===== src/rtl/assert_macros.svh =====
// Assertion macros used by the RTL file that carries checks.
`ifndef ASSERT_MACROS_SVH
`define ASSERT_MACROS_SVH

// Same-cycle implication.
`define ASSERT_IMPLIES(lbl, clk, rst_n, ante, cons) \
    lbl: assert property (@(posedge clk) disable iff (!(rst_n)) (ante) |-> (cons)) \
        else $error("same-cycle check failed");

// Implication checked in the next cycle.
`define ASSERT_NEXT(lbl, clk, rst_n, ante, cons) \
    lbl: assert property (@(posedge clk) disable iff (!(rst_n)) (ante) |=> (cons)) \
        else $error("next-cycle check failed");

`endif


===== src/rtl/pr3d_pkg.sv =====
// Types, constants and helpers of the road segment projector.
package pr3d_pkg;

    localparam int SCREEN_WIDTH  = 1024;
    localparam int SCREEN_HEIGHT = 768;
    localparam int SEGMENT_SPAN  = 200;

    // Binary gcd, elaboration only.
    function automatic longint gcd(input longint a, input longint b);
        longint x;
        longint y;
        longint t;
        int     sh;
        x  = a;
        y  = b;
        sh = 0;
        while (((x | y) & 64'sd1) == 0) begin
            x  = x >>> 1;
            y  = y >>> 1;
            sh = sh + 1;
        end
        while ((x & 64'sd1) == 0) begin
            x = x >>> 1;
        end
        while (y != 0) begin
            while ((y & 64'sd1) == 0) begin
                y = y >>> 1;
            end
            if (x > y) begin
                t = x;
                x = y;
                y = t;
            end
            y = y - x;
        end
        return x <<< sh;
    endfunction

    // x = SW/2 + floor(SW*84*rel / (819200*span*k))
    localparam longint X_NUM = longint'(SCREEN_WIDTH) * 84;
    localparam longint X_DEN = longint'(SEGMENT_SPAN) * 819200;
    localparam longint X_G   = gcd(X_NUM, X_DEN);
    localparam longint A_X   = X_NUM / X_G;
    localparam longint B_X   = X_DEN / X_G;

    // y = SH/2 + floor(-SH*84*dh / (200*span*k))
    localparam longint Y_NUM = longint'(SCREEN_HEIGHT) * 84;
    localparam longint Y_DEN = longint'(SEGMENT_SPAN) * 200;
    localparam longint Y_G   = gcd(Y_NUM, Y_DEN);
    localparam longint A_Y   = Y_NUM / Y_G;
    localparam longint B_Y   = Y_DEN / Y_G;

    // hw = floor(840*SW / (span*k))
    localparam longint W_NUM = longint'(SCREEN_WIDTH) * 840;
    localparam longint W_DEN = longint'(SEGMENT_SPAN);
    localparam longint W_G   = gcd(W_NUM, W_DEN);
    localparam longint A_W   = W_NUM / W_G;
    localparam longint B_W   = W_DEN / W_G;

    localparam int DEPTH_W   = 12;
    localparam int QUOT_BITS = 17;
    localparam int QUOT_W    = QUOT_BITS + 1;
    localparam int SUM_W     = QUOT_W + 1;

    localparam int NX_W  = $clog2(A_X + 1) + 32;
    localparam int NY_W  = $clog2(A_Y + 1) + 17;
    localparam int NW_W  = $clog2(A_W + 1);
    localparam int BX_W  = $clog2(B_X + 1);
    localparam int BY_W  = $clog2(B_Y + 1);
    localparam int BW_W  = $clog2(B_W + 1);
    localparam int BM_W  = (BX_W > BY_W) ? ((BX_W > BW_W) ? BX_W : BW_W)
                                         : ((BY_W > BW_W) ? BY_W : BW_W);
    localparam int DEN_W = BM_W + DEPTH_W;
    localparam int NM_W  = (NX_W > NY_W) ? ((NX_W > NW_W) ? NX_W : NW_W)
                                         : ((NY_W > NW_W) ? NY_W : NW_W);
    localparam int MAG_W = (NM_W > DEN_W + QUOT_BITS) ? NM_W : DEN_W + QUOT_BITS;
    localparam int NUM_W = MAG_W + 1;

    localparam logic signed [SUM_W-1:0] X_BASE = SUM_W'(SCREEN_WIDTH / 2);
    localparam logic signed [SUM_W-1:0] Y_BASE = SUM_W'(SCREEN_HEIGHT / 2);
    localparam logic signed [SUM_W-1:0] W_BASE = '0;
    localparam logic signed [SUM_W-1:0] SUM_HI = SUM_W'(32767);
    localparam logic signed [SUM_W-1:0] SUM_LO = -SUM_W'(32768);

    // floor(v/5) = (v*RECIP5) >> 20 for v < 2^18; floor(v/3) = (v*RECIP3) >> 13 for v < 2^13
    localparam logic [17:0] RECIP5 = 18'd209716;
    localparam logic [11:0] RECIP3 = 12'd2731;

    localparam int REG_IDX_W = 2;
    localparam logic [REG_IDX_W-1:0] REG_CAMERA_LATERAL = 2'd0;
    localparam logic [REG_IDX_W-1:0] REG_CAMERA_HEIGHT  = 2'd1;
    localparam logic [REG_IDX_W-1:0] REG_START_SEGMENT  = 2'd2;

    localparam logic signed [15:0] CAMERA_HEIGHT_RST = 16'sd1500;

    typedef struct packed {
        logic [11:0]        segment_number;
        logic signed [15:0] segment_height;
        logic signed [15:0] segment_curve;
    } t_item;

    typedef struct packed {
        logic               visible;
        logic signed [15:0] bottom_y;
        logic signed [15:0] top_y;
        logic signed [15:0] bottom_x;
        logic signed [15:0] top_x;
        logic [14:0]        bottom_half_width;
        logic [14:0]        top_half_width;
        logic [14:0]        bottom_rumble_half_width;
        logic [14:0]        top_rumble_half_width;
        logic               color_band;
        logic signed [15:0] clip_row;
    } t_result;

    typedef struct packed {
        logic [REG_IDX_W-1:0] reg_index;
        logic [15:0]          wdata;
    } t_cfg;

    typedef struct packed {
        logic signed [15:0] camera_lateral;
        logic signed [15:0] camera_height;
        logic [11:0]        start_segment;
    } t_cam;

    typedef struct packed {
        logic                    start;
        logic signed [NUM_W-1:0] num;
        logic [DEN_W-1:0]        den;
    } t_div_req;

    typedef struct packed {
        logic                     done;
        logic signed [QUOT_W-1:0] quot;
    } t_div_rsp;

endpackage


===== src/rtl/pr3d_stream_if.sv =====
// Valid/ready channel carrying one payload struct.
interface pr3d_stream_if #(parameter type T = logic);
    logic valid;
    logic ready;
    T     data;

    modport source (output valid, output data, input ready);
    modport sink   (input valid, input data, output ready);
endinterface


===== src/rtl/pseudo3d_road_segment_projector_top.sv =====
// Top level of the pseudo-3D road segment projector.
//
// Channels: i_item takes one road segment per transfer (number, height, curve),
// near to far within a frame; o_result gives one quad per segment. i_cfg writes
// camera_lateral (0), camera_height (1) and start_segment (2); other indexes are
// ignored. i_cfg is always ready; write it only while the block is idle.
// Timing: a segment at nonzero depth runs three divisions (column, row, half
// width) through one shared divider at one quotient bit per cycle; a division
// whose quotient overflows saturates without iterating. Its result enters the
// output register once all three are done, and i_item is ready again in the
// cycle the result becomes valid. The start segment skips the divider.
// i_item is ready only while the sequencer is idle. The result sits in an output
// register; while the receiver stalls the next segment is still taken and
// computed, and waits in its final step until the register is free.
// Reset clears the frame state: offset and slope zero, horizon at the screen
// height, previous column at mid screen, previous row and half width saturated,
// and the camera registers at 0, 1500 and 0.
`include "assert_macros.svh"

module pseudo3d_road_segment_projector_top (
    input  logic           i_clk,
    input  logic           i_rst_n,
    pr3d_stream_if.sink    i_item,
    pr3d_stream_if.source  o_result,
    pr3d_stream_if.sink    i_cfg
);

    logic signed [15:0]   r_cam_lateral;
    logic signed [15:0]   r_cam_height;
    logic [11:0]          r_start_segment;
    pr3d_pkg::t_cam       w_cam;
    pr3d_pkg::t_div_req   w_div_req;
    pr3d_pkg::t_div_rsp   w_div_rsp;
    logic                 w_item_xfer;
    logic                 w_top_above_clip;
    logic                 w_rumble_covers;

    assign i_cfg.ready = 1'b1;

    always_ff @(posedge i_clk) begin
        if (!i_rst_n) begin
            r_cam_lateral   <= '0;
            r_cam_height    <= pr3d_pkg::CAMERA_HEIGHT_RST;
            r_start_segment <= '0;
        end else if (i_cfg.valid) begin
            unique case (i_cfg.data.reg_index)
                pr3d_pkg::REG_CAMERA_LATERAL: r_cam_lateral   <= i_cfg.data.wdata;
                pr3d_pkg::REG_CAMERA_HEIGHT:  r_cam_height    <= i_cfg.data.wdata;
                pr3d_pkg::REG_START_SEGMENT:  r_start_segment <= i_cfg.data.wdata[11:0];
                default: ;
            endcase
        end
    end

    assign w_cam.camera_lateral = r_cam_lateral;
    assign w_cam.camera_height  = r_cam_height;
    assign w_cam.start_segment  = r_start_segment;

    pr3d_engine u_engine (
        .i_clk     (i_clk),
        .i_rst_n   (i_rst_n),
        .i_cam     (w_cam),
        .i_item    (i_item),
        .o_result  (o_result),
        .o_div_req (w_div_req),
        .i_div_rsp (w_div_rsp)
    );

    pr3d_divider u_divider (
        .i_clk   (i_clk),
        .i_rst_n (i_rst_n),
        .i_req   (w_div_req),
        .o_rsp   (w_div_rsp)
    );

    assign w_item_xfer      = i_item.valid && i_item.ready;
    assign w_top_above_clip = !o_result.data.visible
                              || (o_result.data.top_y < o_result.data.clip_row);
    assign w_rumble_covers  =
        (o_result.data.top_rumble_half_width >= o_result.data.top_half_width)
        && (o_result.data.bottom_rumble_half_width >= o_result.data.bottom_half_width);

    `ASSERT_NEXT(a_busy_after_accept, i_clk, i_rst_n, w_item_xfer, !i_item.ready)
    `ASSERT_IMPLIES(a_visible_above_clip, i_clk, i_rst_n, o_result.valid, w_top_above_clip)
    `ASSERT_IMPLIES(a_rumble_covers_road, i_clk, i_rst_n, o_result.valid, w_rumble_covers)

endmodule


===== src/rtl/pr3d_divider.sv =====
// Iterative signed floor divider, one quotient bit per cycle, saturating quotient.
module pr3d_divider (
    input  logic                i_clk,
    input  logic                i_rst_n,
    input  pr3d_pkg::t_div_req  i_req,
    output pr3d_pkg::t_div_rsp  o_rsp
);

    localparam int CNT_W = $clog2(pr3d_pkg::QUOT_BITS + 1);
    localparam int MW    = pr3d_pkg::MAG_W;
    localparam int QB    = pr3d_pkg::QUOT_BITS;
    localparam int QW    = pr3d_pkg::QUOT_W;
    localparam int NW    = pr3d_pkg::NUM_W;

    localparam logic [1:0] DV_IDLE  = 2'd0;
    localparam logic [1:0] DV_CHECK = 2'd1;
    localparam logic [1:0] DV_ITER  = 2'd2;
    localparam logic [1:0] DV_FIN   = 2'd3;

    localparam logic signed [QW-1:0] QUOT_MAX = {1'b0, {QB{1'b1}}};
    localparam logic signed [QW-1:0] QUOT_MIN = {1'b1, {QB{1'b0}}};

    logic [1:0]       r_state;
    logic [1:0]       n_state;
    logic             r_neg;
    logic             r_ovf;
    logic [MW-1:0]    r_rem;
    logic [MW-1:0]    r_ds;
    logic [QB-1:0]    r_q;
    logic [CNT_W-1:0] r_cnt;

    logic [NW-1:0]    w_abs;
    logic             w_ge;
    logic [MW-1:0]    w_diff;

    assign w_abs  = i_req.num[NW-1] ? NW'(-i_req.num) : i_req.num;
    assign w_ge   = (r_rem >= r_ds);
    assign w_diff = r_rem - r_ds;

    always_comb begin
        n_state = r_state;
        unique case (r_state)
            DV_IDLE:  if (i_req.start) n_state = DV_CHECK;
            DV_CHECK: n_state = w_ge ? DV_FIN : DV_ITER;
            DV_ITER:  if (r_cnt == CNT_W'(1)) n_state = DV_FIN;
            DV_FIN:   n_state = DV_IDLE;
            default:  n_state = DV_IDLE;
        endcase
    end

    always_ff @(posedge i_clk) begin
        if (!i_rst_n) begin
            r_state <= DV_IDLE;
        end else begin
            r_state <= n_state;
        end
    end

    always_ff @(posedge i_clk) begin
        case (r_state)
            DV_IDLE: begin
                if (i_req.start) begin
                    r_neg <= i_req.num[NW-1];
                    r_rem <= w_abs[MW-1:0];
                    r_ds  <= MW'(i_req.den) << QB;
                end
            end
            DV_CHECK: begin
                r_ovf <= w_ge;
                r_ds  <= r_ds >> 1;
                r_cnt <= CNT_W'(QB);
            end
            DV_ITER: begin
                if (w_ge) begin
                    r_rem <= w_diff;
                end
                r_q   <= {r_q[QB-2:0], w_ge};
                r_ds  <= r_ds >> 1;
                r_cnt <= r_cnt - CNT_W'(1);
            end
            default: ;
        endcase
    end

    always_comb begin
        o_rsp.done = (r_state == DV_FIN);
        if (r_ovf) begin
            o_rsp.quot = r_neg ? QUOT_MIN : QUOT_MAX;
        end else if (r_neg) begin
            // -q - (remainder != 0)
            o_rsp.quot = ~{1'b0, r_q} + QW'(r_rem == '0);
        end else begin
            o_rsp.quot = {1'b0, r_q};
        end
    end

endmodule


===== src/rtl/pr3d_engine.sv =====
// Sequencer, frame state and result register of the road segment projector.
module pr3d_engine (
    input  logic                i_clk,
    input  logic                i_rst_n,
    input  pr3d_pkg::t_cam      i_cam,
    pr3d_stream_if.sink         i_item,
    pr3d_stream_if.source       o_result,
    output pr3d_pkg::t_div_req  o_div_req,
    input  pr3d_pkg::t_div_rsp  i_div_rsp
);

    localparam int NW = pr3d_pkg::NUM_W;
    localparam int DW = pr3d_pkg::DEN_W;
    localparam int SW = pr3d_pkg::SUM_W;

    localparam logic [2:0] ST_IDLE   = 3'd0;
    localparam logic [2:0] ST_SETUP  = 3'd1;
    localparam logic [2:0] ST_PREP   = 3'd2;
    localparam logic [2:0] ST_LAUNCH = 3'd3;
    localparam logic [2:0] ST_WAIT   = 3'd4;
    localparam logic [2:0] ST_FINAL  = 3'd5;

    localparam logic [1:0] JOB_X = 2'd0;
    localparam logic [1:0] JOB_Y = 2'd1;
    localparam logic [1:0] JOB_W = 2'd2;

    logic [2:0]               r_state;
    logic [2:0]               n_state;
    logic [1:0]               r_job;
    logic [11:0]              r_num_seg;
    logic signed [15:0]       r_height;
    logic signed [15:0]       r_curve;
    logic [11:0]              r_depth;
    logic signed [31:0]       r_offset;
    logic signed [31:0]       r_slope;
    logic signed [32:0]       r_rel;
    logic signed [16:0]       r_dh;
    logic                     r_band;
    logic signed [NW-1:0]     r_num;
    logic [DW-1:0]            r_den;
    logic signed [15:0]       r_x;
    logic signed [15:0]       r_y;
    logic [14:0]              r_hw;
    logic signed [15:0]       r_horizon;
    logic signed [15:0]       r_prev_x;
    logic signed [15:0]       r_prev_y;
    logic [14:0]              r_prev_hw;
    logic [14:0]              r_prev_rumble;
    pr3d_pkg::t_result        r_out;
    logic                     r_out_valid;

    logic                     w_start;
    logic signed [31:0]       w_off_base;
    logic signed [31:0]       w_slope_base;
    logic signed [31:0]       w_off_next;
    logic signed [31:0]       w_slope_next;
    logic [23:0]              w_band_prod;
    logic signed [63:0]       w_num_prod;
    logic signed [63:0]       w_den_prod;
    logic signed [SW-1:0]     w_base;
    logic signed [SW-1:0]     w_sum;
    logic signed [15:0]       w_sat16;
    logic [14:0]              w_satw;
    logic [17:0]              w_hw6;
    logic [35:0]              w_rprod;
    logic [14:0]              w_rumble;
    logic                     w_vis;
    logic                     w_out_free;

    function automatic logic signed [31:0] sat_add32(input logic signed [31:0] a,
                                                     input logic signed [31:0] b);
        logic signed [32:0] s;
        s = {a[31], a} + {b[31], b};
        if (s[32] != s[31]) begin
            return s[32] ? 32'sh8000_0000 : 32'sh7fff_ffff;
        end
        return s[31:0];
    endfunction

    assign w_start      = (r_depth == '0);
    assign w_off_base   = w_start ? '0 : r_offset;
    assign w_slope_base = w_start ? '0 : r_slope;
    assign w_off_next   = sat_add32(w_off_base, w_slope_base);
    assign w_slope_next = sat_add32(w_slope_base, 32'(r_curve));
    assign w_band_prod  = 24'(r_num_seg) * 24'(pr3d_pkg::RECIP3);

    always_comb begin
        case (r_job)
            JOB_X: begin
                w_num_prod = pr3d_pkg::A_X * longint'(r_rel);
                w_den_prod = pr3d_pkg::B_X * longint'(r_depth);
                w_base     = pr3d_pkg::X_BASE;
            end
            JOB_Y: begin
                w_num_prod = -(pr3d_pkg::A_Y * longint'(r_dh));
                w_den_prod = pr3d_pkg::B_Y * longint'(r_depth);
                w_base     = pr3d_pkg::Y_BASE;
            end
            JOB_W: begin
                w_num_prod = pr3d_pkg::A_W;
                w_den_prod = pr3d_pkg::B_W * longint'(r_depth);
                w_base     = pr3d_pkg::W_BASE;
            end
            default: begin
                w_num_prod = '0;
                w_den_prod = '0;
                w_base     = '0;
            end
        endcase
    end

    assign w_sum = {i_div_rsp.quot[pr3d_pkg::QUOT_W-1], i_div_rsp.quot} + w_base;

    always_comb begin
        if (w_sum > pr3d_pkg::SUM_HI) begin
            w_sat16 = 16'sh7fff;
            w_satw  = 15'h7fff;
        end else if (w_sum < pr3d_pkg::SUM_LO) begin
            w_sat16 = 16'sh8000;
            w_satw  = '0;
        end else begin
            w_sat16 = w_sum[15:0];
            w_satw  = w_sum[SW-1] ? '0 : w_sum[14:0];
        end
    end

    assign w_hw6    = {1'b0, r_hw, 2'b00} + {2'b00, r_hw, 1'b0};
    assign w_rprod  = 36'(w_hw6) * 36'(pr3d_pkg::RECIP5);
    assign w_rumble = (w_rprod[35:20] > 16'h7fff) ? 15'h7fff : w_rprod[34:20];

    assign w_vis      = !w_start && (r_y < r_horizon);
    assign w_out_free = !r_out_valid || o_result.ready;

    assign i_item.ready   = (r_state == ST_IDLE);
    assign o_result.valid = r_out_valid;
    assign o_result.data  = r_out;

    assign o_div_req.start = (r_state == ST_LAUNCH);
    assign o_div_req.num   = r_num;
    assign o_div_req.den   = r_den;

    always_comb begin
        n_state = r_state;
        unique case (r_state)
            ST_IDLE:   if (i_item.valid) n_state = ST_SETUP;
            ST_SETUP:  n_state = w_start ? ST_FINAL : ST_PREP;
            ST_PREP:   n_state = ST_LAUNCH;
            ST_LAUNCH: n_state = ST_WAIT;
            ST_WAIT: begin
                if (i_div_rsp.done) begin
                    n_state = (r_job == JOB_W) ? ST_FINAL : ST_PREP;
                end
            end
            ST_FINAL:  if (w_out_free) n_state = ST_IDLE;
            default:   n_state = ST_IDLE;
        endcase
    end

    always_ff @(posedge i_clk) begin
        if (!i_rst_n) begin
            r_state       <= ST_IDLE;
            r_job         <= JOB_X;
            r_out_valid   <= 1'b0;
            r_offset      <= '0;
            r_slope       <= '0;
            r_horizon     <= 16'(pr3d_pkg::SCREEN_HEIGHT);
            r_prev_x      <= 16'(pr3d_pkg::SCREEN_WIDTH / 2);
            r_prev_y      <= 16'sh7fff;
            r_prev_hw     <= 15'h7fff;
            r_prev_rumble <= 15'h7fff;
        end else begin
            r_state <= n_state;
            if (r_state == ST_SETUP) begin
                r_job    <= JOB_X;
                r_offset <= w_off_next;
                r_slope  <= w_slope_next;
                if (w_start) begin
                    r_horizon <= 16'(pr3d_pkg::SCREEN_HEIGHT);
                end
            end
            if (r_state == ST_WAIT && i_div_rsp.done) begin
                r_job <= r_job + 2'd1;
            end
            if (r_state == ST_FINAL && w_out_free) begin
                r_out_valid   <= 1'b1;
                r_prev_x      <= r_x;
                r_prev_y      <= r_y;
                r_prev_hw     <= r_hw;
                r_prev_rumble <= w_rumble;
                if (w_vis) begin
                    r_horizon <= r_y;
                end
            end else if (o_result.ready) begin
                r_out_valid <= 1'b0;
            end
        end
    end

    always_ff @(posedge i_clk) begin
        case (r_state)
            ST_IDLE: begin
                if (i_item.valid) begin
                    r_num_seg <= i_item.data.segment_number;
                    r_height  <= i_item.data.segment_height;
                    r_curve   <= i_item.data.segment_curve;
                    r_depth   <= i_item.data.segment_number - i_cam.start_segment;
                end
            end
            ST_SETUP: begin
                r_rel  <= {w_off_base[31], w_off_base}
                        - {{5{i_cam.camera_lateral[15]}}, i_cam.camera_lateral, 12'b0};
                r_dh   <= {r_height[15], r_height} - {i_cam.camera_height[15], i_cam.camera_height};
                r_band <= w_band_prod[13];
                if (w_start) begin
                    r_x  <= 16'(pr3d_pkg::SCREEN_WIDTH / 2);
                    r_y  <= 16'sh7fff;
                    r_hw <= 15'h7fff;
                end
            end
            ST_PREP: begin
                r_num <= w_num_prod[NW-1:0];
                r_den <= w_den_prod[DW-1:0];
            end
            ST_WAIT: begin
                if (i_div_rsp.done) begin
                    case (r_job)
                        JOB_X:   r_x  <= w_sat16;
                        JOB_Y:   r_y  <= w_sat16;
                        default: r_hw <= w_satw;
                    endcase
                end
            end
            ST_FINAL: begin
                if (w_out_free) begin
                    r_out.visible                  <= w_vis;
                    r_out.bottom_y                 <= r_prev_y;
                    r_out.top_y                    <= r_y;
                    r_out.bottom_x                 <= r_prev_x;
                    r_out.top_x                    <= r_x;
                    r_out.bottom_half_width        <= r_prev_hw;
                    r_out.top_half_width           <= r_hw;
                    r_out.bottom_rumble_half_width <= r_prev_rumble;
                    r_out.top_rumble_half_width    <= w_rumble;
                    r_out.color_band               <= r_band;
                    r_out.clip_row                 <= r_horizon;
                end
            end
            default: ;
        endcase
    end

endmodule


===== src/flat_wrapper.sv =====
// flat-port wrapper written by rule: the top's interface ports become plain ports
module pseudo3d_road_segment_projector_top_flat 
  (i_clk, i_rst_n, i_item_valid, i_item_data, i_item_ready, o_result_valid, o_result_data, o_result_ready, i_cfg_valid, i_cfg_data, i_cfg_ready);
  pr3d_stream_if #(.T(pr3d_pkg::t_item)) i_item_i ();
  pr3d_stream_if #(.T(pr3d_pkg::t_result)) o_result_i ();
  pr3d_stream_if #(.T(pr3d_pkg::t_cfg)) i_cfg_i ();
  input  logic i_clk;
  input  logic i_rst_n;
  input wire logic [$bits(i_item_i.valid)-1:0] i_item_valid;
  input wire logic [$bits(i_item_i.data)-1:0] i_item_data;
  output wire logic [$bits(i_item_i.ready)-1:0] i_item_ready;
  output wire logic [$bits(o_result_i.valid)-1:0] o_result_valid;
  output wire logic [$bits(o_result_i.data)-1:0] o_result_data;
  input wire logic [$bits(o_result_i.ready)-1:0] o_result_ready;
  input wire logic [$bits(i_cfg_i.valid)-1:0] i_cfg_valid;
  input wire logic [$bits(i_cfg_i.data)-1:0] i_cfg_data;
  output wire logic [$bits(i_cfg_i.ready)-1:0] i_cfg_ready;
  assign i_item_i.valid = i_item_valid;
  assign i_item_i.data = i_item_data;
  assign i_item_ready = i_item_i.ready;
  assign o_result_valid = o_result_i.valid;
  assign o_result_data = o_result_i.data;
  assign o_result_i.ready = o_result_ready;
  assign i_cfg_i.valid = i_cfg_valid;
  assign i_cfg_i.data = i_cfg_data;
  assign i_cfg_ready = i_cfg_i.ready;
  pseudo3d_road_segment_projector_top u_core (.i_clk(i_clk), .i_rst_n(i_rst_n), .i_item(i_item_i), .o_result(o_result_i), .i_cfg(i_cfg_i));
endmodule

===== config.mk =====
export PLATFORM = sky130hd
export DESIGN_NAME = pseudo3d_road_segment_projector_top_flat
export DESIGN_NICKNAME = d
export VERILOG_FILES = /design/src/rtl/pr3d_pkg.sv /design/src/rtl/pr3d_stream_if.sv /design/src/rtl/pseudo3d_road_segment_projector_top.sv /design/src/rtl/pr3d_divider.sv /design/src/rtl/pr3d_engine.sv /design/src/flat_wrapper.sv
export VERILOG_INCLUDE_DIRS = /design/src /design/src/rtl
export SDC_FILE = /design/constraint.sdc
export NUM_CORES = 2
export LEC_CHECK = 0
export BUFFER_PORTS_ARGS = -buffer_cell sky130_fd_sc_hd__buf_2
export CAP_MARGIN = 40
export CORE_MARGIN = 10
export CORE_UTILIZATION = 55
export CTS_CLUSTER_DIAMETER = 120
export DETAILED_ROUTE_END_ITERATION = 10
export PLACE_DENSITY = 0.72
export SLEW_MARGIN = 10
export SYNTH_ARGS = -nofsm -noshare
export SYNTH_HDL_FRONTEND = slang
export SYNTH_HIERARCHICAL = 1
export SYNTH_SLANG_ARGS = --single-unit

===== constraint.sdc =====
create_clock -name i_clk -period 11.7 [get_ports i_clk]
set_clock_uncertainty 0.05 [all_clocks]
set_input_delay 1.17 -clock i_clk [delete_from_list [all_inputs] [get_ports i_clk]]
set_output_delay 1.17 -clock i_clk [all_outputs]
set_load 0.005 [all_outputs]

==> reports/qor.yml <==
cts_hold_buf: 0
syn_area_per_cell_um2: 9.92
path_max_fanout: 18
path_buf_inv: 5
grt_pass1_vias: 37300
drtIter0Drc: 2892
fmax_mhz: 104
synthCells: 5189
yosys.area.top_type: "edfxtp_1"
maxCapViolCount: 0
wl_per_cell_um: 18.2
cts_resized: 0
place_hpwl_mm: 94.1
crit_type: "reg -> reg"
status: "finished, final reports clean"
clk_root_buffer_cell: "clkbuf_16"
syn_nets: 6091
ant_nets: 0
drc: 0
peakVddDrop_mv: 0.261
leakagePower_nw: 24.9
synth_top_area_share_pct: 28.2
chipWidth_um: 326
reg2reg_slack_ps: 2070
grt_pass1_wl_mm: 197
fp.dieArea_um2: 106000
cts_buffers: 76
num_io_pins: 212
slew_viol_final: 0
grt_max_degree: 78
rsz0062_at_grt: "false"
gr-total-overflow: 0
syn_area_um2: 51500
cts_buffer_depth: 3
ys_top_cells_by_count: "inv_1 (696), ha_1 (605), edfxtp_1 (484)"
cp_data_arrival_time_ps: 10100
synth_area_leaders: "edfxtp_1 (28%), ha_1 (15%), fa_1 (8.9%), dfxtp_1 (7.5%), inv_1 (5.1%)"
core-area_um2: 93000
tightestPinTransition_ps: 942
clk_pin_slew_worst_paths_ps: 60
cp-end-kind: "register"
post-route-util_pct: 60.7
min_path_type: "reg -> reg"
viasPerCell: 5.64
relSlewSlack_pct: 36.7
port_buffers: 210
critPathLaunchType: "register"
pwr_density_cell_nw_per_um2: 211
worst_path_most_repeated_cell: "a21oi_1"
antenna_found_initial: 1
ys.flop_type: "edfxtp_1"
track_usage_pct: 22.5
h-tree-depth: 3
synth-seq-area-share_pct: 35.8
dr.pass1.iters: 6
syn_to_final_growth_pct: 9.69
synth_seq_cells: 678
routed_wl_mm: 122
synth_edf_count: 484
timing.final.crit_share_pct: 82.3
die_y_um: 326
synth.most_common_cell: "inv_1"
clock_latency_ps: 650
crit_required_ps: 12170
n_antenna_cell: 0
yosysUniqueCellTypes: 113
max_stage_delay_ps: 630
fin_tns_setup_ps: 0
layout-drive-gt1-share_pct: 9.90
hold_viol: 0
rows: 112
critPathSlowestCell: "o211ai_2"
final_nets: 6264
place_congestion: 0.944
cts_tree: "yes"
initial_core_util_pct: 55.3
critPathTopFamily: "compound AO/OA/AOI/OAI gates"
postSynth.asyncResetShare_pct: 0
yosysWarnings: 6
cts.sinks: 678
finalSetupViolCount: 0
dr_total_vias: 37700
n_fill_cell: 7883
min_period_ps: 9630
cts_setup_buffers: 0
total_power_w: 0.0119
-- routing by layer --
layer | wire length [µm] | global-route usage (%) | vias to the layer above | share of wire [%]
li1 | - | - | 18400 | -
met1 | 53200 | 29.0 | 18200 | 44
met2 | 60100 | 39.3 | 838 | 49
met3 | 5140 | 2.82 | 195 | 4.2
met4 | 3550 | 6.61 | 0 | 2.9
met5 | 0 | 0 | - | 0
-- through the flow --
step | setup WS, ps | hold WS [ps] | std cells | instance area, µm²
floorplan | 3550 | 350 | 5189 | 51500
global placement | 2350 | 354 | 6527 | 53700
detailed placement | 2150 | 364 | 6537 | 53800
CTS | 2080 | 375 | 6679 | 56500
global route | 1210 | 389 | 6680 | 56500
finish | 2070 | 376 | 6680 | 56500
-- state kept, by name, indices dropped and copies added, names as in the netlist, 17 cells and up --
| register | cells |
|---|---|
| u_core/u_engine/o_result.data | 142 |
| u_core/u_divider/r_ds | 45 |
| u_core/u_engine/r_dh | 17 |
| u_core/u_engine/r_offset | 32 |
| u_core/u_divider/r_q | 17 |
| u_core/u_engine/r_rel | 33 |
| u_core/u_engine/r_slope | 32 |
| u_core/u_engine/r_den | 28 |
| u_core/u_divider/r_rem | 45 |
| u_core/u_engine/r_num | 46 |
-- report_power, final --
group	total (W)	internal, W	switching, W
Sequential	0.00303	0.00290	0.000132
Combinational	0.00643	0.00264	0.00379
Clock	0.00247	0.00143	0.00104
-- worst paths after layout --
kind,startpoint,endpoint,cells after the start
max,u_core/u_engine/r_hw[0],u_core/u_engine/r_prev_rumble[3],34
min,u_core/u_engine/r_horizon[1],u_core/u_engine/o_result.data[1],0
max reg2reg,u_core/u_engine/r_hw[0],u_core/u_engine/r_prev_rumble[3],34
min reg2reg,u_core/u_engine/r_horizon[1],u_core/u_engine/o_result.data[1],0
-- layout by cell type, fill, tap and decap left out, types with 115 or more instances in the layout --
| master | count |
|---|---|
| a21oi_1 | 331 |
| buf_2 | 209 |
| dfxtp_1 | 194 |
| edfxtp_1 | 484 |
| fa_1 | 230 |
| ha_1 | 604 |
| inv_1 | 694 |
| nand2_1 | 406 |
| nor2_1 | 287 |
| o21ai_0 | 229 |
| xnor2_1 | 207 |
| xor2_1 | 115 |
-- cells by family (layout without fill, tap and decap cells) --
kind of cell             count (synthesis)  count (layout)  synth area share, %
AND/OR/NAND/NOR                       1232            1232                 11.6
AO/OA/AOI/OAI                         1122            1122                 14.0
adder cells (fa/ha/maj)                886             886                 24.7
buffers and inverters                  852            1089                 6.46
flip-flops                             678             678                 35.8
XOR/XNOR                               323             323                 5.51
multiplexers                            95              95                 1.92
other                                    1               1              0.00729
-- area by class of cell --
cell class	count	area, µm²	area share (%)
clock buffers	95	2020	3.59
inverters	697	2620	4.65
well taps	1254	1570	2.78
flip-flops and latches	678	18400	32.6
multi-input cells	3659	29800	52.8
repair buffers	250	1440	2.55
clock inverters	47	586	1.04
No activity file was read; power rests on OpenSTA's default activity.
